<file path="src/rtl/lcgrr_pkg.sv">
// Package for the ranged LCG block: payload types, generator constants and sequencer states.
package lcgrr_pkg;

    localparam int DATA_W = 32;
    localparam int CNT_W  = 5;

    localparam logic [DATA_W-1:0] LCG_MUL       = 32'd1103515245;
    localparam logic [DATA_W-1:0] LCG_ADD       = 32'd12345;
    localparam int                MIX_SHIFT     = 16;
    localparam int                SEED_DISCARDS = 5;

    // Several advances in a row fold into one affine step: state * m + a.
    function automatic logic [DATA_W-1:0] seed_mul_f();
        logic [DATA_W-1:0] m;
        m = LCG_MUL;
        for (int k = 1; k < SEED_DISCARDS; k++) begin
            m = DATA_W'(m * LCG_MUL);
        end
        return m;
    endfunction

    function automatic logic [DATA_W-1:0] seed_add_f();
        logic [DATA_W-1:0] a;
        a = '0;
        for (int k = 0; k < SEED_DISCARDS; k++) begin
            a = DATA_W'(a * LCG_MUL + LCG_ADD);
        end
        return a;
    endfunction

    localparam logic [DATA_W-1:0] SEED_MUL = seed_mul_f();
    localparam logic [DATA_W-1:0] SEED_ADD = seed_add_f();

    typedef struct packed {
        logic signed [DATA_W-1:0] range_low;
        logic signed [DATA_W-1:0] range_high;
    } t_req;

    typedef struct packed {
        logic        [DATA_W-1:0] raw_value;
        logic signed [DATA_W-1:0] ranged_value;
    } t_rsp;

    typedef enum logic [1:0] {
        S_IDLE,
        S_START,
        S_DIV,
        S_OUT
    } t_fsm;

endpackage

</file>
<file path="src/rtl/lcgrr_mac.sv">
// Shared multiply-add unit: low word of a * b + c.
module lcgrr_mac (
    input  logic [lcgrr_pkg::DATA_W-1:0] i_a,
    input  logic [lcgrr_pkg::DATA_W-1:0] i_b,
    input  logic [lcgrr_pkg::DATA_W-1:0] i_c,
    output logic [lcgrr_pkg::DATA_W-1:0] o_y
);
    import lcgrr_pkg::*;

    assign o_y = DATA_W'(i_a * i_b + i_c);

endmodule

</file>
<file path="src/rtl/lcgrr_divider.sv">
// Radix-2 restoring remainder unit, one quotient bit per cycle.
module lcgrr_divider (
    input  logic                         i_clk,
    input  logic                         i_rst_n,
    input  logic                         i_start,
    input  logic [lcgrr_pkg::DATA_W-1:0] i_dividend,
    input  logic [lcgrr_pkg::DATA_W-1:0] i_divisor,
    output logic                         o_done,
    output logic [lcgrr_pkg::DATA_W-1:0] o_remainder
);
    import lcgrr_pkg::*;

    logic                r_busy, n_busy;
    logic                r_done, n_done;
    logic [CNT_W-1:0]    r_cnt, n_cnt;
    logic [DATA_W-1:0]   r_rem, n_rem;
    logic [DATA_W-1:0]   r_dvd, n_dvd;
    logic [DATA_W-1:0]   r_dvs, n_dvs;
    logic [DATA_W:0]     trial;

    always_comb begin
        n_busy = r_busy;
        n_done = 1'b0;
        n_cnt  = r_cnt;
        n_rem  = r_rem;
        n_dvd  = r_dvd;
        n_dvs  = r_dvs;
        trial  = {r_rem, r_dvd[DATA_W-1]};
        if (i_start) begin
            n_busy = 1'b1;
            n_cnt  = CNT_W'(DATA_W - 1);
            n_rem  = '0;
            n_dvd  = i_dividend;
            n_dvs  = i_divisor;
        end else if (r_busy) begin
            // The partial remainder stays below the divisor, so the difference fits.
            if (trial >= {1'b0, r_dvs}) begin
                n_rem = DATA_W'(trial - {1'b0, r_dvs});
            end else begin
                n_rem = trial[DATA_W-1:0];
            end
            n_dvd = {r_dvd[DATA_W-2:0], 1'b0};
            n_cnt = r_cnt - 1'b1;
            if (r_cnt == '0) begin
                n_busy = 1'b0;
                n_done = 1'b1;
            end
        end
    end

    always_ff @(posedge i_clk) begin
        if (!i_rst_n) begin
            r_busy <= 1'b0;
            r_done <= 1'b0;
            r_cnt  <= '0;
        end else begin
            r_busy <= n_busy;
            r_done <= n_done;
            r_cnt  <= n_cnt;
        end
    end

    always_ff @(posedge i_clk) begin
        r_rem <= n_rem;
        r_dvd <= n_dvd;
        r_dvs <= n_dvs;
    end

    assign o_done      = r_done;
    assign o_remainder = r_rem;

endmodule

</file>
<file path="src/rtl/lcg_random_with_range.sv">
// Top level of the ranged LCG: generator state, sequencer and result register.
//
//  channel   direction  handshake                  payload
//  cfg       in         i_cfg_we                   i_cfg_wdata (seed)
//  req       in         i_req_valid / o_req_ready  i_req (t_req)
//  rsp       out        o_rsp_valid / i_rsp_ready  o_rsp (t_rsp)
//
// A request passes from its transfer through S_START and the 32 steps of the remainder
// unit to S_OUT; a full-span range skips the unit and goes from S_START to S_OUT.
// The block takes one request at a time and holds ready low until the result is taken.
// A seed write loads the state through the shared multiply-add unit.
// After reset the state equals seed zero advanced five times; there is no clearing pass.
module lcg_random_with_range (
    input  logic                         i_clk,
    input  logic                         i_rst_n,
    input  logic                         i_cfg_we,
    input  logic [lcgrr_pkg::DATA_W-1:0] i_cfg_wdata,
    input  logic                         i_req_valid,
    output logic                         o_req_ready,
    input  lcgrr_pkg::t_req              i_req,
    output logic                         o_rsp_valid,
    input  logic                         i_rsp_ready,
    output lcgrr_pkg::t_rsp              o_rsp
);
    import lcgrr_pkg::*;

    t_fsm               r_fsm, n_fsm;
    logic [DATA_W-1:0]  r_gen, n_gen;
    logic [DATA_W-1:0]  r_lo, n_lo;
    logic [DATA_W-1:0]  r_hi, n_hi;
    logic [DATA_W-1:0]  r_raw, n_raw;
    logic [DATA_W-1:0]  r_ranged, n_ranged;
    logic [DATA_W-1:0]  mac_a, mac_b, mac_c, mac_y;
    logic [DATA_W-1:0]  mix;
    logic [DATA_W-1:0]  size;
    logic               req_xfer;
    logic               div_start, div_done;
    logic [DATA_W-1:0]  div_rem;

    assign req_xfer = i_req_valid && o_req_ready;
    assign mix      = r_gen ^ (r_gen >> MIX_SHIFT);
    assign size     = DATA_W'(r_hi - r_lo + 1'b1);

    // The seed write uses the folded five-step form; a request uses one step.
    always_comb begin
        if (i_cfg_we) begin
            mac_a = i_cfg_wdata;
            mac_b = SEED_MUL;
            mac_c = SEED_ADD;
        end else begin
            mac_a = r_gen;
            mac_b = LCG_MUL;
            mac_c = LCG_ADD;
        end
    end

    lcgrr_mac u_mac (
        .i_a (mac_a),
        .i_b (mac_b),
        .i_c (mac_c),
        .o_y (mac_y)
    );

    lcgrr_divider u_div (
        .i_clk       (i_clk),
        .i_rst_n     (i_rst_n),
        .i_start     (div_start),
        .i_dividend  (mix),
        .i_divisor   (size),
        .o_done      (div_done),
        .o_remainder (div_rem)
    );

    always_comb begin
        n_fsm       = r_fsm;
        n_gen       = r_gen;
        n_lo        = r_lo;
        n_hi        = r_hi;
        n_raw       = r_raw;
        n_ranged    = r_ranged;
        div_start   = 1'b0;
        o_req_ready = 1'b0;
        o_rsp_valid = 1'b0;
        if (i_cfg_we) begin
            n_gen = mac_y;
        end
        case (r_fsm)
            S_IDLE: begin
                o_req_ready = 1'b1;
                if (req_xfer) begin
                    n_gen = mac_y;
                    n_lo  = i_req.range_low;
                    n_hi  = i_req.range_high;
                    n_fsm = S_START;
                end
            end
            S_START: begin
                n_raw = mix;
                if (size == '0) begin
                    n_ranged = mix;
                    n_fsm    = S_OUT;
                end else begin
                    div_start = 1'b1;
                    n_fsm     = S_DIV;
                end
            end
            S_DIV: begin
                if (div_done) begin
                    n_ranged = DATA_W'(r_lo + div_rem);
                    n_fsm    = S_OUT;
                end
            end
            S_OUT: begin
                o_rsp_valid = 1'b1;
                if (i_rsp_ready) begin
                    n_fsm = S_IDLE;
                end
            end
            default: begin
                n_fsm = S_IDLE;
            end
        endcase
    end

    always_ff @(posedge i_clk) begin
        if (!i_rst_n) begin
            r_fsm <= S_IDLE;
            r_gen <= SEED_ADD;
        end else begin
            r_fsm <= n_fsm;
            r_gen <= n_gen;
        end
    end

    always_ff @(posedge i_clk) begin
        r_lo     <= n_lo;
        r_hi     <= n_hi;
        r_raw    <= n_raw;
        r_ranged <= n_ranged;
    end

    assign o_rsp.raw_value    = r_raw;
    assign o_rsp.ranged_value = r_ranged;

endmodule
</file>
<file path="config.mk">
export PLATFORM = sky130hd
export DESIGN_NAME = lcg_random_with_range
export DESIGN_NICKNAME = d
export VERILOG_FILES = /design/src/rtl/lcgrr_pkg.sv /design/src/rtl/lcgrr_mac.sv /design/src/rtl/lcgrr_divider.sv /design/src/rtl/lcg_random_with_range.sv
export SDC_FILE = /design/constraint.sdc
export NUM_CORES = 1
export LEC_CHECK = 0
export BUFFER_PORTS_ARGS = -buffer_cell sky130_fd_sc_hd__buf_2
export CAP_MARGIN = 20
export CORE_MARGIN = 10
export CORE_UTILIZATION = 35
export CTS_CLUSTER_DIAMETER = 30
export DETAILED_ROUTE_END_ITERATION = 8
export SLEW_MARGIN = 20
export SYNTH_ARGS = -nofsm -noshare
export SYNTH_HDL_FRONTEND = slang
export SYNTH_SLANG_ARGS = --single-unit
</file>
<file path="constraint.sdc">
create_clock -name i_clk -period 13.05 [get_ports i_clk]
set_input_delay 2.61 -clock i_clk [delete_from_list [all_inputs] [get_ports i_clk]]
set_output_delay 2.61 -clock i_clk [all_outputs]
set_load 0.01 [all_outputs]
</file>
; ---- Yosys cells after proc, flatten, opt, wreduce, memory -nomap -nowiden
; Cells that the tools add are included.
; Widths: inputs -> output; s select.
[op_classes]
add_sub_neg = 6
n_mul = 1
div = 0
order_cmp = 1
n_eq_ne = 7
shift = 0
mux = 27
bitwise_logic = 3
reduce_logical = 10
[ops]
columns = cell, count
row1 = $mux 32, 10
row2 = $pmux 32 s2, 1
row3 = $sub 32x32->32, 2
row4 = $ge 33x32->1, 1
row5 = $add 32x1->32 const B, 1
row6 = $add 32x28->32, 1
row7 = $add 32x32->32, 1
row8 = $logic_not 32->1, 1
row9 = $mul 32x32->32, 1
row10 = $xor 32x16->32, 1
row11 = $mux 28, 1
row12 = $mux 5, 2
row13 = $mux 1, 9
row14 = $pmux 2 s4, 1
row15 = $mux 2, 3
row16 = $ne 2x2->1 const B, 3
row17 = $reduce_and 3->1, 2
row18 = $logic_not 5->1, 1
row19 = $sub 5x1->5 const B, 1
row20 = $eq 2x2->1 const B, 2
row21 = $reduce_bool 2->1, 2
row22 = $reduce_or 3->1, 1
row23 = $eq 2x1->1 const B, 1
row24 = $logic_not 2->1, 1
row25 = 4 further kinds, 5
[totals]
regBits = 265
latchBits = 0
ramBits = 0
rom_bits = 0
input_bits = 101
elab_cells = 67
n_memories = 0

; ---- Logic depth before layout (Yosys ltp)
; Gate-level depths: netlist of run 1.
[depth]
ltp_word = 6
mapped_depth = 36
ltp_nobuf = 33

; ---- By module
; A second synthesis of run 1 with hierarchy kept.
[hier_totals]
cells_unflattened = 3415
area_unflattened_um2 = 33006.7
[modules_own_cells]
columns = mod, instances, cells_per_inst, area_per_inst_um2, seq_area_each_um2
row1 = lcgrr_mac, 1, 1880, 17005.1, 0.0
row2 = lcg_random_with_range, 1, 990, 10206.0, 4524.3
row3 = lcgrr_divider, 1, 545, 5795.6, 2702.6

; ---- Worst setup path after synthesis of run 1
; Ideal clock, no wire load.
[synth_timing]
kind = input -> register
from = input i_cfg_we
to = register r_gen[30]
setup_ns = 0.115
arrival_ns = 10.800
required_time_ns = 12.935
setup_slack_ns = 2.135
path_stages = 33
path_cell_list = clkbuf_1 -> clkbuf_1 -> clkbuf_1 -> clkbuf_1 -> nand2_1 -> nand2b_1 -> ha_1 -> inv_1 -> fa_1 -> inv_1 -> fa_1 -> inv_1 -> fa_1 -> fa_1 -> inv_1 -> ha_1 -> fa_1 -> fa_1 -> inv_1 -> fa_1 -> inv_1 -> ha_1 -> o21ai_0 -> a221oi_1 -> o22ai_1 -> o31ai_1 -> a41oi_1 -> a2111oi_0 -> a31o_2 -> a21oi_1 -> xor2_1 -> o21ai_0 -> and2_1
[synth_between]
elab_chain_len = 6
[synth_lines]
columns = element, line_no
row1 = "start, declared", lcg_random_with_range.sv:16  ; input logic i_cfg_we,
row2 = $mux 32, lcg_random_with_range.sv:46  ; if (i_cfg_we) begin
row3 = $mul 32x32->32, lcgrr_mac.sv:10  ; assign o_y = DATA_W'(i_a * i_b + i_c);
row4 = $add 32x28->32, lcgrr_mac.sv:10
row5 = $mux 32, lcg_random_with_range.sv:84  ; if (i_cfg_we) begin
row6 = $mux 32, lcg_random_with_range.sv:90  ; if (req_xfer) begin
row7 = $mux 32 *, lcg_random_with_range.sv:87  ; case (r_fsm)
row8 = "end signal, assigned", lcg_random_with_range.sv:131  ; r_gen <= n_gen;
row9 = "end, declared", lcg_random_with_range.sv:28  ; logic [DATA_W-1:0] r_gen, n_gen;
; Every way passes the cells marked *; elsewhere a longest branch is shown, timed or not.
; A chain may end at the register's enable or synchronous reset.

; ---- Final worst setup path of run 1
; Ends and elaborated chain as after synthesis.

==> summary.md, run 1 <==
| Metric | Value |
|---|---|
| Top FF cell, synth | edfxtp_1 |
| CP Launch Type | primary input |
| Initial DRC Count | 1482 |
| CP arrival | 11520 ps |
| # IOs | 167 |
| Post-DP HPWL | 63800 µm |
| RSZ-0062 raised after global routing | false |
| Slew @ Worst Pin | 1060 ps |
| Die footprint | 87100 µm² |
| Min cycle time layout | 11070 ps |
| Final wirelength | 77300 µm |
| Total setup buffers inserted after CTS | 0 |
| Fillcell total | 7245 |
| CP max stage cell | a2111oi_0 |
| Critical Path Max Stage Delay | 860 ps |
| Setup TNS | 0 ps |
| Dominant cells by area after synthesis | edfxtp_1, fa_1, ha_1 |
| Cell Rows | 100 |
| Core Region | 74800 µm² |
| Longest Clk Path Bufs | 3 |
| Fin. max-slew vios | 0 |
| Worst R2R Setup Slack | 3770 ps |
| Routed WL per cell | 20.3 µm |
| Detail Route Antenna Nets | 1 |
| Number of port buffers | 166 |
| Crit end category | flop |
| Violated checks | antenna violations |
| Initial core utilization | 35.4% |
| Die width | 295 µm |
| Syn. warnings | 0 |
| EDFF count, synth | 192 |
| Hold Vio Cnt, Final | 0 |
| Clk_lat worst skew | 640 ps |
| DR vias | 19300 |
| Root Buffer | clkbuf_16 |
| Final net count | 3489 |
| Global-route wire length before repair | 117000 µm |
| Post-cts sizing count | 0 |
| Post-route clock period utilization | 84.8% |
| Clock Sink Count | 265 |
| Final GP Congestion | 0.947 |
| Worst Skew | 77.2 ps |
| Clock slew at reported path FFs | 50 ps |
| CTS buffer count | 60 |
| Crit path max fanout | 61 |
| Via density | 5.06 |
| Share of flip-flops with an asynchronous set or reset | 0% |
| First-pass iteration count of the detailed router | 5 |
| Gr usage total | 17.6% |
| Seq. cell area | 7230 µm² |
| Distinct cells, synth | 77 |
| Worst path required time | 13510 ps |
| Initial antenna violation count | 1 |
| Area share of the largest cell type after synthesis | 21.7% |
| Vert. Die Dim | 295 µm |
| Top delay family on crit path | adder cells |
| Worst hold path class | flop to flop |
| Relative slew margins | 28.5% |
| Hold Buf Count CTS | 0 |
| MaxCap Viol Count | 0 |
| Multi-input gate area | 17300 µm² |
| Post-Syn Area per Cell | 10.2 µm² |
| Setup violation total in the final timing report | 0 |
| Pin count of the biggest net entering global routing | 67 |
| Vias in the first global route | 19400 |
| Register area share after synthesis | 27.3% |
| Crit Path Category | primary input to flop |
| Detailed-route DRC error count | 0 |
| Worst path bufs/invs | 8 |
| Most frequent cells in the layout | inv_1, ha_1, fa_1 |
| Critical path's most frequent cell | fa_1 |
| Most common cell after layout, fill and taps aside | inv_1 |
| Status | finished, violations left |
| Layout cell share with drive strength beyond 1 | 13.2% |
| Number of synthesized register bits | 265 |
| Syn Inst Count | 2590 |
| Largest area contributor in the netlist | edfxtp_1 |
| Gr ovfl total | 0 |
| H-Tree Depth | 2 |
| Area growth, synth to finish | 15.7% |
| Fmax | 90.3 MHz |
| CTS tree | yes |
| Cell Area, Synth | 26500 µm² |
-- worst register-to-register path: cells and delay by family, from the launching register on --
kind                     cells  cell delay, ps
adder cells (fa/ha/maj)     10            4510
AO/OA/AOI/OAI                9            2770
AND/OR/NAND/NOR              3             830
flip-flops                   1             540
buffers and inverters        6             320
XOR/XNOR                     1             120
-- cell usage after synthesis (30+ instances only) --
cell / instances
nor3_1: 30
nand2_1: 132
xnor2_1: 103
xor2_1: 67
a21o_1: 54
nor2b_1: 38
fa_1: 254
nor2_1: 128
edfxtp_1: 192
nand2b_1: 30
inv_1: 461
o21ai_0: 69
dfxtp_1: 73
clkbuf_1: 47
a21oi_1: 156
ha_1: 352
a211oi_1: 34
-- layer usage --
layer	wire length (µm)	up-vias	track usage, %	share of wire [%]
met5	13	-	0	0.017
met4	2460	2	5.92	3.2
met3	4590	121	2.82	5.9
met2	34900	555	28.0	45
met1	35300	9385	24.1	46
li1	-	9206	-	-
-- state kept, by name, indices dropped and copies added, names as in the netlist --
name               count
r_lo                  32
u_div.o_done           1
u_div.r_dvs           32
u_div.r_dvd           32
r_raw                 32
r_fsm                  2
r_hi                  32
u_div.o_remainder     32
u_div.r_busy           1
r_ranged              32
u_div.r_cnt            5
r_gen                 32
-- cell type report --
cell class                      count  share of cell area (%)
Multi-Input combinational cell   1807                    56.5
Sequential cell                   265                    23.6
Clock buffer                       80                    5.81
Inverter                          463                    5.67
Tap cell                          969                    3.95
Timing Repair Buffer              185                    3.22
Clock inverter                     34                    1.22
Antenna cell                        5                  0.0408
-- through the flow --
stage | std cells | hold WS (ps) | area, µm² | util (%) | setup slack (ps)
2_1_floorplan | 2593 | 466 | 26500 | - | 2140
3_3_place_gp | 3688 | 488 | 28500 | 38.1 | 1480
3_5_place_dp | 3688 | 493 | 28500 | 38.1 | 1460
4_1_cts | 3802 | 503 | 30600 | 41.0 | 2070
5_1_grt | 3803 | 527 | 30700 | 41.0 | 1560
6_report | 3808 | 510 | 30700 | 41.0 | 1980
-- cells by family (layout without fill, tap and decap cells) --
logic type,after synthesis,count (layout),synth area share (%)
compound gates,488,488,12.2
fa+ha+maj,606,606,35.8
xor+xnor,171,171,5.70
other cells,2,10,0.0283
mux,56,56,2.74
buf+inv,521,762,7.48
flops,265,265,27.3
simple gates,481,481,8.80
-- worst paths after layout --
kind | start | to | cells past startpoint
max | i_cfg_we | r_gen[30]$_SDFF_PN0_ | 29
min | u_div.r_dvd[26]$_DFFE_PP_ | u_div.r_dvd[27]$_DFFE_PP_ | 1
max reg2reg | r_gen[9]$_SDFF_PN1_ | r_gen[30]$_SDFF_PN0_ | 29
min reg2reg | u_div.r_dvd[26]$_DFFE_PP_ | u_div.r_dvd[27]$_DFFE_PP_ | 1
Power of run 1 is left out: the tool's default activity adds up to more than one toggle a clock period on the data nets, which glitch-free logic cannot reach.
==> run 2, diff against run 1 <==
- ABC_AREA: default -> 1
- clock period: 13.05 -> 9.25 ns (I/O delays scaled with it)
==> summary.md, run 2 <==
| Metric | Value |
|---|---|
| End of the worst register-to-register path | r_gen[29]$_SDFF_PN0_ (was r_gen[30]$_SDFF_PN0_) |
| Worst path bufs/invs | 10 (was 8) |
| DR vias | 23200 (was 19300) |
| Crit end category | flop (unchanged) |
| Hold Buf Count CTS | 0 (unchanged) |
| Fmax | 116 MHz |
| Hold_sp | u_div.r_cnt[2]$_SDFFE_PN0P_ (was u_div.r_dvd[26]$_DFFE_PP_) |
| Crit path max fanout | 11 (was 61) |
| Mux share of post-synthesis cell area | 0% (was 2.74%) |
| Distinct cells, synth | 48 (was 77) |
| Area growth, synth to finish | 15.3% (was 15.7%) |
| Fin. max-slew vios | 0 (unchanged) |
| Dominant cells by area after synthesis | edfxtp_1, fa_1, ha_1 (unchanged) |
| Most frequent cells in the layout | inv_1, nand2_1, ha_1 (was inv_1, ha_1, fa_1) |
| Number of port buffers | 166 (unchanged) |
| Setup TNS | 0 ps (unchanged) |
| Cell Area, Synth | 28200 µm² (was 26500 µm²) |
| Worst R2R Setup Slack | 1690 ps (was 3770 ps) |
| Cell Rows | 104 (was 100) |
| Detail Route Antenna Nets | 0 (was 1) |
| Worst Skew | 15.2 ps (was 77.2 ps) |
| Hold Vio Cnt, Final | 0 (unchanged) |
| MaxCap Viol Count | 0 (unchanged) |
| Post-synthesis simple-gate area fraction | 16.9% (was 8.80%) |
| Final worst slack | 657 ps (was 1980 ps) |
| Syn. warnings | 0 (unchanged) |
| Relative slew margins | 27.7% (was 28.5%) |
| Pin count of the biggest net entering global routing | 75 (was 67) |
| Min cycle time layout | 8590 ps |
| CP Launch Type | primary input (unchanged) |
| Worst hold path class | flop to flop (unchanged) |
| Post-DP HPWL | 77600 µm (was 63800 µm) |
| Fillcell total | 8284 (was 7245) |
| CTS buffer count | 60 (unchanged) |
| Core Region | 80200 µm² (was 74800 µm²) |
| RSZ-0062 raised after global routing | false (unchanged) |
| Post-Syn Area per Cell | 8.26 µm² (was 10.2 µm²) |
| # IOs | 167 (unchanged) |
| Count leader, synth | inv_1 (unchanged) |
| Initial DRC Count | 2087 (was 1482) |
| Die footprint | 92300 µm² (was 87100 µm²) |
| Critical path's most frequent cell | fa_1 (unchanged) |
| Main combinational cell family by area after synthesis | adder cells (unchanged) |
| Detailed-route DRC error count | 0 (unchanged) |
| Setup WS pre-CTS | 118 ps (was 1460 ps) |
| Share of flip-flops with an asynchronous set or reset | 0% (unchanged) |
| EDFF count, synth | 192 (unchanged) |
| Total setup buffers inserted after CTS | 0 (unchanged) |
| Root Buffer | clkbuf_16 (unchanged) |
| Vert. Die Dim | 304 µm (was 295 µm) |
| Post-cts sizing count | 0 (unchanged) |
| Final wirelength | 91400 µm (was 77300 µm) |
| Worst Hold Endpoint | u_div.r_cnt[2]$_SDFFE_PN0P_ (was u_div.r_dvd[27]$_DFFE_PP_) |
| Clk_lat worst skew | 610 ps (was 640 ps) |
| CTS tree | yes (unchanged) |
| Critical Path Max Stage Delay | 570 ps (was 860 ps) |
| Top delay family on crit path | adder cells (unchanged) |
| Xor-xnor portion of the synthesized cell area | 3.54% (was 5.70%) |
| Number of synthesized register bits | 265 (unchanged) |
| Slew @ Worst Pin | 1080 ps (was 1060 ps) |
| Syn Inst Count | 3414 (was 2590) |
| Synth Area in Adders | 33.7% (was 35.8%) |
| Register area share after synthesis | 25.6% (was 27.3%) |
| Seq. cell area | 7230 µm² (about the same) |
| Global-route wire length before repair | 138000 µm (was 117000 µm) |
| Area share of the largest cell type after synthesis | 20.4% (was 21.7%) |
| FF-to-FF path depth | 27 (was 29) |
| Setup violation total in the final timing report | 0 (unchanged) |
| Crit Path Category | primary input to flop (unchanged) |
| Longest Clk Path Bufs | 3 (unchanged) |
| Status | completed (was finished, violations left) |
| Worst path required time | 9780 ps (was 13510 ps) |
| Gr ovfl total | 0 (unchanged) |
| Clock Sink Count | 265 (unchanged) |
| CP max stage cell | fa_1 (was a2111oi_0) |
| Post-route clock period utilization | 92.9% |
| First-pass iteration count of the detailed router | 5 (unchanged) |
| Reg-to-Reg Start | r_gen[19]$_SDFF_PN1_ (was r_gen[9]$_SDFF_PN1_) |
| CP arrival | 9130 ps (was 11520 ps) |
| Via density | 4.89 (was 5.06) |
| Vias in the first global route | 22700 (was 19400) |
| Layout cell share with drive strength beyond 1 | 10.1% (was 13.2%) |
| Clock slew at reported path FFs | 50 ps (about the same) |
| Hold path cells | 2 (was 1) |
| Compound-cell area share of the yosys netlist | 9.05% (was 12.2%) |
| Routed WL per cell | 19.2 µm (was 20.3 µm) |
| Final GP Congestion | 0.964 (was 0.947) |
| Gr usage total | 19.3% (was 17.6%) |
| Initial antenna violation count | 0 (was 1) |
| Initial core utilization | 35.2% (was 35.4%) |
| H-Tree Depth | 2 (unchanged) |
| Most common cell after layout, fill and taps aside | inv_1 (unchanged) |
| Multi-input gate area | 17800 µm² (was 17300 µm²) |
| Final net count | 4342 (was 3489) |
| Largest area contributor in the netlist | edfxtp_1 (unchanged) |
| Top FF cell, synth | edfxtp_1 (unchanged) |
| Top cells by count, synth | inv_1, nand2_1, ha_1 (was inv_1, ha_1, fa_1) |
| Die width | 304 µm (was 295 µm) |
## run 2: cell count changes in the layout (fill, tap and decap cells not counted), moves of 22 or more
cell / before / now
nand2_1: 132 / 723
inv_1: 460 / 769
nand3_1: 29 / 134
o21ai_0: 69 / 163
nor2_1: 127 / 193
xnor2_1: 103 / 54
a21o_1: 54 / 11
nor2b_1: 38 / 0
a211oi_1: 34 / 1
nand2b_1: 30 / 0
mux2_4: 28 / 0
a21oi_2: 0 / 25
and2_1: 29 / 7
## run 2: layer usage
| layer | GRT usage, % | up-vias | share of wire, % |
|---|---|---|---|
| met5 | 0 | - | 0 |
| met2 | 27.5 | 864 | 40 |
| met3 | 5.10 | 109 | 9.6 |
| met1 | 28.2 | 11000 | 48 |
| li1 | - | 11300 | - |
| met4 | 5.19 | 0 | 2.6 |
## run 2: kinds of logic after synthesis
kind of cell / count (synthesis)
other: 2
xor gates and xnor gates: 114
DFF: 265
buffers and inverters: 827
adders and majority gates: 606
and+or+nand+nor: 1152
AOI/OAI and AO/OA: 448
## run 2: per-stage QoR
step / area (µm²) / hold WS (ps) / util, % / cells
6_report: 32500 / 497 / 40.6 / 4748
5_1_grt: 32500 / 545 / 40.6 / 4746
4_1_cts: 32500 / 499 / 40.5 / 4745
3_5_place_dp: 30400 / 491 / 38.0 / 4632
3_3_place_gp: 30400 / 483 / 38.0 / 4632
2_1_floorplan: 28200 / 450 / - / 3417
## run 2: worst max path at each step
stage	start	endpoint	slack [ps]	cells past startpoint
6_report	i_cfg_we	r_gen[28]$_SDFF_PN0_	660	32
2_1_floorplan	i_cfg_we	r_gen[31]$_SDFF_PN0_	510	32
5_1_grt	i_cfg_we	r_gen[28]$_SDFF_PN0_	190	32
3_5_place_dp	i_cfg_we	r_gen[29]$_SDFF_PN0_	120	29
3_3_place_gp	i_cfg_we	r_gen[29]$_SDFF_PN0_	90	29
4_1_cts	i_cfg_we	r_gen[28]$_SDFF_PN0_	690	32
## run 2: layout make-up
| class | count | share of cell area (%) |
|---|---|---|
| inverter | 778 | 8.99 |
| sequential | 265 | 22.2 |
| tap | 1060 | 4.08 |
| multi-input combinational | 2325 | 54.8 |
| antenna | 2 | 0.0154 |
| clock inverter | 48 | 1.58 |
| clock buffer | 65 | 4.77 |
| timing repair buffer | 205 | 3.53 |
## run 2: worst min-delay path: cells and delay by family, from the launching register on
kind             cells  cell delay (ps)
AND/OR/NAND/NOR      1               60
flip-flops           1              300
AO/OA/AOI/OAI        1               80
Power of run 2 is left out for the same reason.
